File: src/dbpf_pkg.sv
package dbpf_pkg;

  // default sizes
  localparam int CHANNELS_DEF = 6;
  localparam int FILTERS_DEF  = 16;
  localparam int MAX_TAPS_DEF = 128;

  // fixed field widths
  localparam int CMD_W     = 3;
  localparam int CH_IN_W   = 3;
  localparam int FILT_IN_W = 4;
  localparam int TAP_IN_W  = 7;
  localparam int COEF_W    = 9;
  localparam int ORDER_W   = 8;
  localparam int PRED_W    = 16;
  localparam int HIST_W    = 128;

  // coefficients read per cycle
  localparam int LANES  = 8;
  localparam int LANE_W = 3;

  localparam logic [HIST_W-1:0] HIST_RESET = {(HIST_W / 8){8'haa}};

  typedef enum logic [CMD_W-1:0] {
    CMD_PEEK     = 3'd0,
    CMD_DECODE   = 3'd1,
    CMD_WR_COEF  = 3'd2,
    CMD_WR_ORDER = 3'd3,
    CMD_RST_HIST = 3'd4
  } cmd_t;

  typedef struct packed {
    logic accept;
    logic start;
    logic rd_en;
    logic load_out;
  } dbpf_ctl_t;

  typedef struct packed {
    logic run_req;
    logic last_row;
    logic out_free;
  } dbpf_sts_t;

endpackage

File: src/dbpf_ctrl.sv
module dbpf_ctrl (
  input  logic                clk,
  input  logic                rst_n,
  input  logic                in_valid,
  input  dbpf_pkg::dbpf_sts_t sts,
  output logic                in_stall,
  output dbpf_pkg::dbpf_ctl_t ctl
);
  import dbpf_pkg::*;

  typedef enum logic [3:0] {
    ST_IDLE  = 4'b0001,
    ST_RUN   = 4'b0010,
    ST_DRAIN = 4'b0100,
    ST_DONE  = 4'b1000
  } state_t;

  state_t state_r, state_nxt;
  logic   accept;

  always_comb begin
    accept       = in_valid && (state_r == ST_IDLE);
    in_stall     = (state_r != ST_IDLE);
    ctl.accept   = accept;
    ctl.start    = accept && sts.run_req;
    ctl.rd_en    = (state_r == ST_RUN);
    ctl.load_out = (state_r == ST_DONE) && sts.out_free;
  end

  always_comb begin
    state_nxt = state_r;
    case (state_r)
      ST_IDLE: begin
        if (accept && sts.run_req) state_nxt = ST_RUN;
      end
      ST_RUN: begin
        if (sts.last_row) state_nxt = ST_DRAIN;
      end
      ST_DRAIN: begin
        state_nxt = ST_DONE;
      end
      ST_DONE: begin
        if (sts.out_free) state_nxt = ST_IDLE;
      end
      default: begin
        state_nxt = ST_IDLE;
      end
    endcase
  end

  always_ff @(posedge clk) begin
    if (!rst_n) begin
      state_r <= ST_IDLE;
    end else begin
      state_r <= state_nxt;
    end
  end

endmodule

File: config.mk
export PLATFORM = sky130hd
export DESIGN_NAME = dbpf_ctrl
export DESIGN_NICKNAME = d
export VERILOG_FILES = /design/src/dbpf_pkg.sv /design/src/dbpf_ctrl.sv
export SDC_FILE = /design/constraint.sdc
export NUM_CORES = 1
export LEC_CHECK = 0
export ABC_AREA = 1
export BUFFER_PORTS_ARGS = -buffer_cell sky130_fd_sc_hd__buf_2
export CAP_MARGIN = 20
export CORE_AREA = 3 3 40 42
export DETAILED_ROUTE_END_ITERATION = 10
export DIE_AREA = 0 0 43 45
export PLACE_DENSITY = 0.45
export SLEW_MARGIN = 0
export SYNTH_ARGS = -nofsm -noshare
export SYNTH_HDL_FRONTEND = slang
export SYNTH_SLANG_ARGS = --single-unit
export TNS_END_PERCENT = 5
File: constraint.sdc
create_clock -name clk -period 1.7 [get_ports clk]
set_clock_uncertainty 0.1 [all_clocks]
set_input_delay 0.17 -clock clk [delete_from_list [all_inputs] [get_ports clk]]
set_output_delay 0.17 -clock clk [all_outputs]
set_load 0.1 [all_outputs]
==> out/qor_table.md, run 1 <==
| Step | Result | Value |
|:---|:---|:---|
| detailed routing | Drc violations | 0 |
| finish | Area added between synthesis and finish | 47.9% |
| timing | Post-route clock period utilization | 0.940 |
| detailed routing | WL final | 492 um |
| clock tree | Clock buffers created by TritonCTS | 3 |
| grt | Global-route wire length before repair | 828 um |
| timing | Worst-case setup margin in the final layout | 103 ps |
| worst setup path | Nature of the critical path startpoint | register |
| finish | Largest register FFs | 4 |
| finish | Number of filler instances in the final layout | 153 |
| clock tree | Number of levels in the clock H-tree | 1 |
| timing | Slew HR | 0.676 |
| detailed routing | Routed WL per cell | 7.69 um |
| synth | Xor-xnor portion of the synthesized cell area | 0 |
| clock tree | Clock sinks | 4 |
| synth | Synthesized cell area | 243 um2 |
| timing | Setup-failing EPs final | 0 |
| synth | Number of different library cells in the post-synthesis netlist | 13 |
| floorplanning | Effective utilization at floorplan | 0.189 |
| placement | Global placer's final weighted congestion | 0.743 |
| clock tree | Latest clock arrival within the worst-skew pair | 230 ps |
| timing | RSZ-0062 raised after global routing | false |
| timing | Number of endpoints with negative hold slack in the final report | 0 |
| synth | Register area share after synthesis | 0.330 |
| detailed routing | Count of nets left with antenna violations after detail routing | 0 |
| worst setup path | CP arrival | 1330 ps |
| floorplanning | CORE AREA | 1280 um2 |
| run status | Run status | complete, no violations |
| job | Number of max-cap violations | 0 |
| synth | Share of synthesized cell area in and, or, nand and nor gates | 0.428 |
| power | Power density over the cells | 947 nW/um2 |
| detailed routing | Vias per cell | 4.00 |
| synth | Synthesized net count | 43 |
| grt | Global-route layer with the greatest usage | met2 |
| timing | Pins over their slew limit | 0 |
| synth | Mux share of post-synthesis cell area | 0 |
| worst setup path | WP data required | 1430 ps |
| clock tree | Clock tree root buffer cell | clkbuf_4 |
| detailed routing | Starting DRT DRC Count | 8 |
| timing | Fmax achieved | 0.626 GHz |
| detailed routing | Via count | 256 |
| finish | Commonest non-fill, non-tap cells in the layout | inv_1 (8), buf_2 (8), nand3_1 (5) |
| synth | Largest family of logic cells by synthesized area | simple AND/OR/NAND/NOR gates |
| grt | Grt met1 use | 0.0627 |
| grt | Largest net degree at the start of global routing | 6 |
| clock tree | Worst-path clk slew | 40 ps |
| clock tree | TritonCTS clock tree | built |
| finish | Leading registers by flop count | state_r (4) |
| floorplanning | Die width | 43 um |
| synth | Adder and majority gate portion of the synthesized area | 0 |
| finish | Area of combinational cells with multiple inputs | 124 um2 |
| grt | Global-route track usage on met2 | 0.0898 |
| grt | Met3 demand-to-capacity share in global routing | 0.0159 |
| floorplanning | Die area | 1940 um2 |
| clock tree | # resized after CTS | 0 |
| floorplanning | Floorplan die height | 45 um |
| clock tree | Hold bufs inserted after CTS | 0 |
| min path | Worst hold-check path type | in2reg |
| placement | Port bufs | 10 |
| clock tree | # Post-CTS Setup Buffers | 0 |
| synth | Number of warnings issued by yosys | 0 |
| timing | Period minus WS final | 1600 ps |
| power | Peak supply drop | 0.000260 V |
| worst setup path | Kind of critical path | reg2out |
| floorplanning | Total number of placement rows | 13 |
| synth | Mean area per synthesized cell | 6.56 um2 |
| finish | Antenna Diode Count | 0 |
| finish | Post-layout nets | 57 |
| detailed routing | DR pass1 iterations | 2 |
| synth | Fraction of the mapped netlist area in compound gates | 0.0722 |
| placement | Pre-CTS setup slack | 346 ps |
| finish | Combined flip-flop and latch cell area | 80.1 um2 |
| power | Static leakage | 0.196 nW |
| worst setup path | Critical path endpoint category | output port |
| timing | Transition at the pin with the smallest max-transition slack | 489 ps |
| worst setup path | Highest fanout seen on the critical path | 5 |
| floorplanning | I/O pin count | 11 |
| clock tree | Maximum buffer depth of the clock tree | 2 |
| finish | Largest register by flop count | state_r |
| placement | DP HPWL | 429 um |
| grt | Total routing usage reported by global routing | 0.0575 |
| grt | Initial antenna violation count | 0 |
| synth | Syn Inst Count | 37 |
| finish | Utilization after layout | 0.279 |
| grt | Remaining global-route overflow | 0 |
| finish | Share of post-route cells with drive strength above 1 | 0.429 |
| grt | Vias in the first global route | 228 |
| synth | Register bit count reported by yosys | 4 |
==> critical path, stage by stage, from the launching register on <==
cell,delay [ps]
dfxtp_1,310
nor2_2,160
nand2_2,130
nor2_4,140
nand2_2,80
inv_1,100
buf_12,180
==> layer usage <==
metal / wire [um] / vias to the layer above
met3: 45 / 2
met2: 180 / 13
met4: 21 / 0
li1: - / 135
met1: 245 / 106
met5: 0 / -
==> worst paths after layout <==
| kind | startpoint | slack, ps | cells past startpoint | to |
|---|---|---|---|---|
| min | rst_n | 30 | 2 | state_r[0] |
| max | state_r[3] | 100 | 6 | ctl[2] |
| min reg2reg | state_r[2] | 440 | 2 | state_r[3] |
| max reg2reg | state_r[3] | 550 | 7 | state_r[2] |
==> synth_stat cells, drive strengths merged <==
cell	number	share of area
nand2	6	0.11
buf	1	0.031
a21o	1	0.031
a21oi	2	0.041
nand3	5	0.10
dfxtp	4	0.33
inv	9	0.14
nor2	8	0.19
nand4	1	0.026
==> power breakdown <==
group          internal (mW)  switching (mW)
combinational         0.0355          0.0880
sequential            0.0983         0.00260
clock                 0.0788          0.0367
==> area by class of cell <==
type,count,share of cell area
Multi-Input combinational cell,23,0.345
Clock buffer,3,0.0627
Sequential cell,4,0.223
Tap cell,15,0.0523
Timing Repair Buffer,10,0.223
Inverter,9,0.0941
==> stage by stage <==
stage | total power, mW | TNS (ps) | cell area [um2] | cells | hold WS, ps
2_1_floorplan | 0.195 | -266 | 245 | 37 | 155
3_3_place_gp | 0.227 | 0 | 337 | 61 | 285
3_5_place_dp | 0.227 | 0 | 337 | 61 | 274
4_1_cts | 0.345 | 0 | 359 | 64 | 31.0
5_1_grt | 0.353 | 0 | 359 | 64 | 57.2
6_report | 0.340 | 0 | 359 | 64 | 34.8
==> cell families after synthesis <==
kind of cell,Yosys count
AO/OA/AOI/OAI,3
AND/OR/NAND/NOR,20
buffers and inverters,10
flip-flops,4
(Power assumes the default switching activity.)
==> inputs of run 2 (changes only) <==
CORE_AREA = 2 2 39 41   (was 3 3 40 42)
DIE_AREA = 0 0 41 43   (was 0 0 43 45)
==> out/qor_table.md, run 2 (same netlist as run 1, synthesis figures left out) <==
| Step | Result | Value |
|:---|:---|:---|
| run status | Run status | complete, no violations |
| timing | Transition at the pin with the smallest max-transition slack | 487 ps |
| min path | Hold path cells | 2 |
| clock tree | Latest clock arrival within the worst-skew pair | 230 ps |
| detailed routing | Drc violations | 0 |
| worst setup path | Number of cells on the worst reg-to-reg path | 8 |
| power | Power density over the cells | 933 nW/um2 |
| timing | Minimum hold slack | 44.8 ps |
| detailed routing | WL final | 511 um |
| job | Number of max-cap violations | 0 |
| timing | Slew HR | 0.678 |
| worst setup path | CP arrival | 1350 ps |
| finish | Layout Cell Area excl Fill | 368 um2 |
| timing | Fmax achieved | 0.618 GHz |
| clock tree | TritonCTS clock tree | built |
| worst setup path | Highest fanout seen on the critical path | 3 |
| placement | Pre-CTS setup slack | 330 ps |
| detailed routing | Vias per cell | 3.83 |
| timing | Worst-case setup margin in the final layout | 82.1 ps |
| finish | Post-layout nets | 57 |
| floorplanning | Die width | 41 um |
| grt | Initial antenna violation count | 0 |
| grt | Grt met1 use | 0.0900 |
| floorplanning | I/O pin count | 11 |
| finish | Largest register FFs | 4 |
| power | Clock share of power | 0.346 |
| clock tree | Maximum buffer depth of the clock tree | 2 |
| finish | Leading registers by flop count | state_r (4) |
| finish | Share of post-route cells with drive strength above 1 | 0.429 |
| power | Combinational power share | 0.360 |
| grt | Global-route layer with the greatest usage | met1 |
| placement | Instance area at placement | 338 um2 |
| clock tree | Clock tree root buffer cell | clkbuf_4 |
| finish | Most common library cell in the layout ignoring fill and taps | inv_1 |
| grt | Global-route wire length before repair | 848 um |
| finish | Largest register by flop count | state_r |
| detailed routing | Starting DRT DRC Count | 0 |
| power | Internal power | 0.213 mW |
| detailed routing | Routed WL per cell | 7.86 um |
| power | Peak supply drop | 0.000348 V |
| finish | Utilization after layout | 0.266 |
| placement | Global placer's final weighted congestion | 0.655 |
| worst setup path | Nature of the critical path startpoint | register |
| finish | Number of filler instances in the final layout | 148 |
| clock tree | Number of levels in the clock H-tree | 1 |
| timing | Setup-failing EPs final | 0 |
| grt | Vias in the first global route | 229 |
| clock tree | Clock sinks | 4 |
| min path | Worst hold-check path type | in2reg |
| grt | Largest net degree at the start of global routing | 6 |
| floorplanning | Total number of placement rows | 14 |
| timing | Number of endpoints with negative hold slack in the final report | 0 |
| power | Static leakage | 0.198 nW |
| power | Switching share of total power | 0.380 |
| power | Sequential group share of total power | 0.294 |
| timing | Final total negative setup slack | 0 ps |
| placement | Port bufs | 10 |
| worst setup path | Critical path endpoint category | output port |
| grt | Met3 demand-to-capacity share in global routing | 0.0524 |
| grt | Remaining global-route overflow | 0 |
| floorplanning | Floorplan die height | 43 um |
| floorplanning | Die area | 1760 um2 |
| placement | DP HPWL | 424 um |
| floorplanning | CORE AREA | 1380 um2 |
| finish | Area of combinational cells with multiple inputs | 129 um2 |
| detailed routing | Via count | 249 |
| clock tree | Clock buffers created by TritonCTS | 3 |
| detailed routing | Count of nets left with antenna violations after detail routing | 0 |
| finish | Area added between synthesis and finish | 51.5% |
| worst setup path | Kind of critical path | reg2out |
| timing | Period minus WS final | 1620 ps |
| power | Sw power | 0.131 mW |
| clock tree | Worst-path clk slew | 40 ps |
| floorplanning | Effective utilization at floorplan | 0.175 |
| timing | Post-route clock period utilization | 0.952 |
| finish | Antenna Diode Count | 0 |
| grt | Global-route track usage on met2 | 0.0844 |
| detailed routing | DR pass1 iterations | 1 |
| finish | Commonest non-fill, non-tap cells in the layout | inv_1 (8), buf_2 (7), nand3_1 (5) |
| worst setup path | WP data required | 1430 ps |
| finish | Combined flip-flop and latch cell area | 80.1 um2 |
| timing | RSZ-0062 raised after global routing | true |
| grt | Total routing usage reported by global routing | 0.0773 |
| timing | Pins over their slew limit | 0 |
-- run 2: cell types whose count changed in the layout (fill, tap and decap cells not counted) --
| cell | before | now |
|---|---|---|
| buf_2 | 8 | 7 |
| clkbuf_4 | 3 | 4 |
| nor2_4 | 1 | 2 |
| nor2_2 | 4 | 3 |
-- run 2: layer usage --
metal	routed length [um]	part of all wire
met5	0	0
met4	6	0.012
met3	45	0.088
met2	214	0.42
met1	244	0.48
-- run 2: through the flow --
| stage | cells | power (mW) |
|---|---|---|
| after CTS | 65 | 0.350 |
| after floorplan | 37 | 0.195 |
| final | 65 | 0.343 |
| after detailed placement | 62 | 0.226 |
| after global routing | 65 | 0.362 |
| after global placement | 62 | 0.227 |
-- run 2: worst paths after layout --
kind | start | slack (ps) | endpoint
setup / recovery | state_r[1] | 80 | ctl[1]
hold / removal | rst_n | 40 | state_r[0]
setup reg to reg | state_r[0] | 560 | state_r[2]
hold reg to reg | state_r[2] | 470 | state_r[3]
-- run 2: worst max-delay path, stage by stage, from the launching register on --
cell and delay, ps:
dfxtp_1 360, inv_1 50, nor2_1 120, nand2_1 110, inv_2 60, buf_2 410
-- run 2: cell type report --
class	count	share of cell area
flip-flops and latches	4	0.218
repair buffers	10	0.224
inverters	9	0.0918
multi-input cells	23	0.350
clock buffers	3	0.0612
well taps	16	0.0544
-- run 2: what timing repair did --
action | CTS | global route
hold buffers | 0 | 0
gates resized for setup | 0 | 2
buffers inserted | 0 | 0
setup endpoints to repair | 0 | 1
-- run 2: power by group through the flow --
stage               clock network [mW]  registers [mW]  logic (mW)
CTS                              0.125           0.101       0.124
floorplan                            0           0.102      0.0932
finish                           0.119           0.101       0.123
detailed placement                   0           0.103       0.124
global placement                     0           0.102       0.124
global route                     0.130           0.101       0.131
==> inputs of run 3 (changes only) <==
ABC_AREA = not set   (was 1)
PLACE_DENSITY = 0.51   (was 0.45)
==> out/qor_table.md, run 3 <==
| Step | Result | Value |
|:---|:---|:---|
| run status | Run status | complete, no violations |
| timing | Transition at the pin with the smallest max-transition slack | 350 ps |
| worst setup path | Kind of critical path | reg2out |
| placement | DP HPWL | 534 um |
| worst setup path | Critical path endpoint category | output port |
| clock tree | Clock sinks | 4 |
| clock tree | TritonCTS clock tree | built |
| synth | Synthesized cell area | 318 um2 |
| synth | Leading post-synthesis cells by cell area | dfxtp_1 (25%), nor4b_2 (9.4%), nor4b_4 (7.5%) |
| detailed routing | Vias per cell | 4.91 |
| synth | Prevailing post-synth register cell | dfxtp_1 |
| grt | Global-route wire length before repair | 1330 um |
| worst setup path | Nature of the critical path startpoint | register |
| timing | Post-route clock period utilization | 0.956 |
| placement | Global placer's final weighted congestion | 0.713 |
| synth | Syn Inst Count | 30 |
| floorplanning | Die width | 41 um |
| detailed routing | Starting DRT DRC Count | 5 |
| timing | Slew HR | 0.766 |
| finish | Area added between synthesis and finish | 56.7% |
| detailed routing | Routed WL per cell | 11.9 um |
| detailed routing | Drc violations | 0 |
| clock tree | Worst-path clk slew | 40 ps |
| finish | Share of post-route cells with drive strength above 1 | 0.643 |
| grt | Total routing usage reported by global routing | 0.111 |
| power | Static leakage | 0.202 nW |
| worst setup path | Slowest Stage Delay on Critical Path | 370 ps |
| detailed routing | WL final | 688 um |
| timing | Final total negative setup slack | 0 ps |
| synth | Register bit count reported by yosys | 4 |
| floorplanning | Floorplan die height | 43 um |
| grt | Initial antenna violation count | 0 |
| synth | Number of different library cells in the post-synthesis netlist | 23 |
| timing | Period minus WS final | 1620 ps |
| timing | Pins over their slew limit | 0 |
| timing | Number of endpoints with negative hold slack in the final report | 0 |
| job | Number of max-cap violations | 0 |
| power | Peak supply drop | 0.00122 V |
| floorplanning | I/O pin count | 11 |
| finish | Largest register by flop count | state_r |
| finish | Final instance count without filler cells | 58 |
| clock tree | Latest clock arrival within the worst-skew pair | 230 ps |
| finish | Antenna Diode Count | 0 |
| synth | Count of flip-flops with a built-in enable after synthesis | 0 |
| worst setup path | Cell with the largest stage delay on the worst path | dfxtp_2 |
| finish | Post-layout nets | 50 |
| detailed routing | DR pass1 iterations | 2 |
| synth | Top-area cell type share of the netlist area | 0.252 |
| finish | Leading registers by flop count | state_r (4) |
| min path | Hold path cells | 2 |
| finish | Largest register FFs | 4 |
| floorplanning | Die area | 1760 um2 |
| timing | Worst-case setup margin in the final layout | 75.4 ps |
| clock tree | Clock buffers created by TritonCTS | 3 |
| placement | Cells after DPL | 54 |
| min path | Worst hold-check path type | in2reg |
| clock tree | Maximum buffer depth of the clock tree | 2 |
| grt | Vias in the first global route | 325 |
| synth | Number of warnings issued by yosys | 0 |
| worst setup path | WP data required | 1430 ps |
| clock tree | Clock tree root buffer cell | clkbuf_4 |
| synth | Most common cell in the netlist | dfxtp_1 |
| synth | Synthesized net count | 36 |
| synth | Register area share after synthesis | 0.252 |
| floorplanning | Effective utilization at floorplan | 0.230 |
| worst setup path | CP arrival | 1350 ps |
| detailed routing | Via count | 285 |
| timing | Fmax achieved | 0.616 GHz |
| clock tree | Hold bufs inserted after CTS | 0 |
| worst setup path | Highest fanout seen on the critical path | 7 |
| power | Power density over the cells | 1740 nW/um2 |
| timing | Setup-failing EPs final | 0 |
| synth | List of most frequent post-synthesis cells | dfxtp_1 (4), buf_4 (2), inv_1 (2), nor2_1 (2), nor4b_2 (2) |
| synth | Cell taking the most area after synthesis | dfxtp_1 |
| placement | Pre-CTS setup slack | 123 ps |
| clock tree | Number of levels in the clock H-tree | 1 |
| grt | Largest net degree at the start of global routing | 9 |
| floorplanning | CORE AREA | 1380 um2 |
| placement | Port bufs | 10 |
| synth | Asr flop ratio synth | 0 |
| finish | Utilization after layout | 0.360 |
| finish | Commonest non-fill, non-tap cells in the layout | buf_2 (5), buf_12 (5), clkbuf_4 (3), buf_4 (3), dfxtp_2 (3) |
| worst setup path | Number of cells on the worst reg-to-reg path | 4 |
| synth | Mean area per synthesized cell | 10.6 um2 |
| floorplanning | Total number of placement rows | 14 |
| worst setup path | CP cell instances | nor4b_4 > and3_4 > buf_12 |
| grt | Remaining global-route overflow | 0 |
| detailed routing | Count of nets left with antenna violations after detail routing | 0 |
| timing | RSZ-0062 raised after global routing | false |
## run 3: area by class of cell
type	instances	area, um2
Sequential cell	4	83.8
Inverter	2	7.51
Timing Repair Buffer	13	148
Fill cell	141	886
Multi-Input combinational cell	20	216
Clock buffer	3	22.5
Tap cell	16	20.0
## run 3: report_power, final
group	internal [mW]	total, mW	switching, mW
Combinational	0.252	0.581	0.329
Clock	0.0791	0.119	0.0403
Sequential	0.116	0.164	0.0475
Total	0.447	0.864	0.417
## run 3: final timing paths
path | startpoint | to | slack [ps]
max | state_r[3] | ctl[2] | 80
min | rst_n | state_r[0] | 70
max reg2reg | state_r[3] | state_r[1] | 240
min reg2reg | state_r[1] | state_r[3] | 430
## run 3: metrics by stage
stage	power, mW	hold WS, ps	area [um2]
2_1_floorplan	0.553	160	338
3_3_place_gp	0.721	314	460
3_5_place_dp	0.720	311	460
4_1_cts	0.865	69.9	492
5_1_grt	0.913	83.0	498
6_report	0.864	69.4	498
## run 3: critical path, delay by kind of cell (launching register included)
kind | cells | cell delay [ps]
buf+inv | 1 | 170
flops | 1 | 370
simple gates | 2 | 570
## run 3: per-layer routing
metal,global-route usage,up-vias,wire [um]
met3,0.0262,0,33
met4,0.0800,0,0
met1,0.135,140,276
li1,-,137,-
met2,0.163,8,378
met5,0,-,0
## run 3: repair_timing
action,in CTS,in global routing
setup buffers,1,0
resized for setup,1,3
cloned,0,0
setup endpoints to repair,2,1
pin swaps,1,1
## run 3: cells by family after synthesis
| family | share of synthesized area |
|---|---|
| multiplexers | 0.0315 |
| AO/OA/AOI/OAI | 0.165 |
| buffers and inverters | 0.122 |
| XOR/XNOR | 0.0276 |
| AND/OR/NAND/NOR | 0.402 |
| flip-flops | 0.252 |
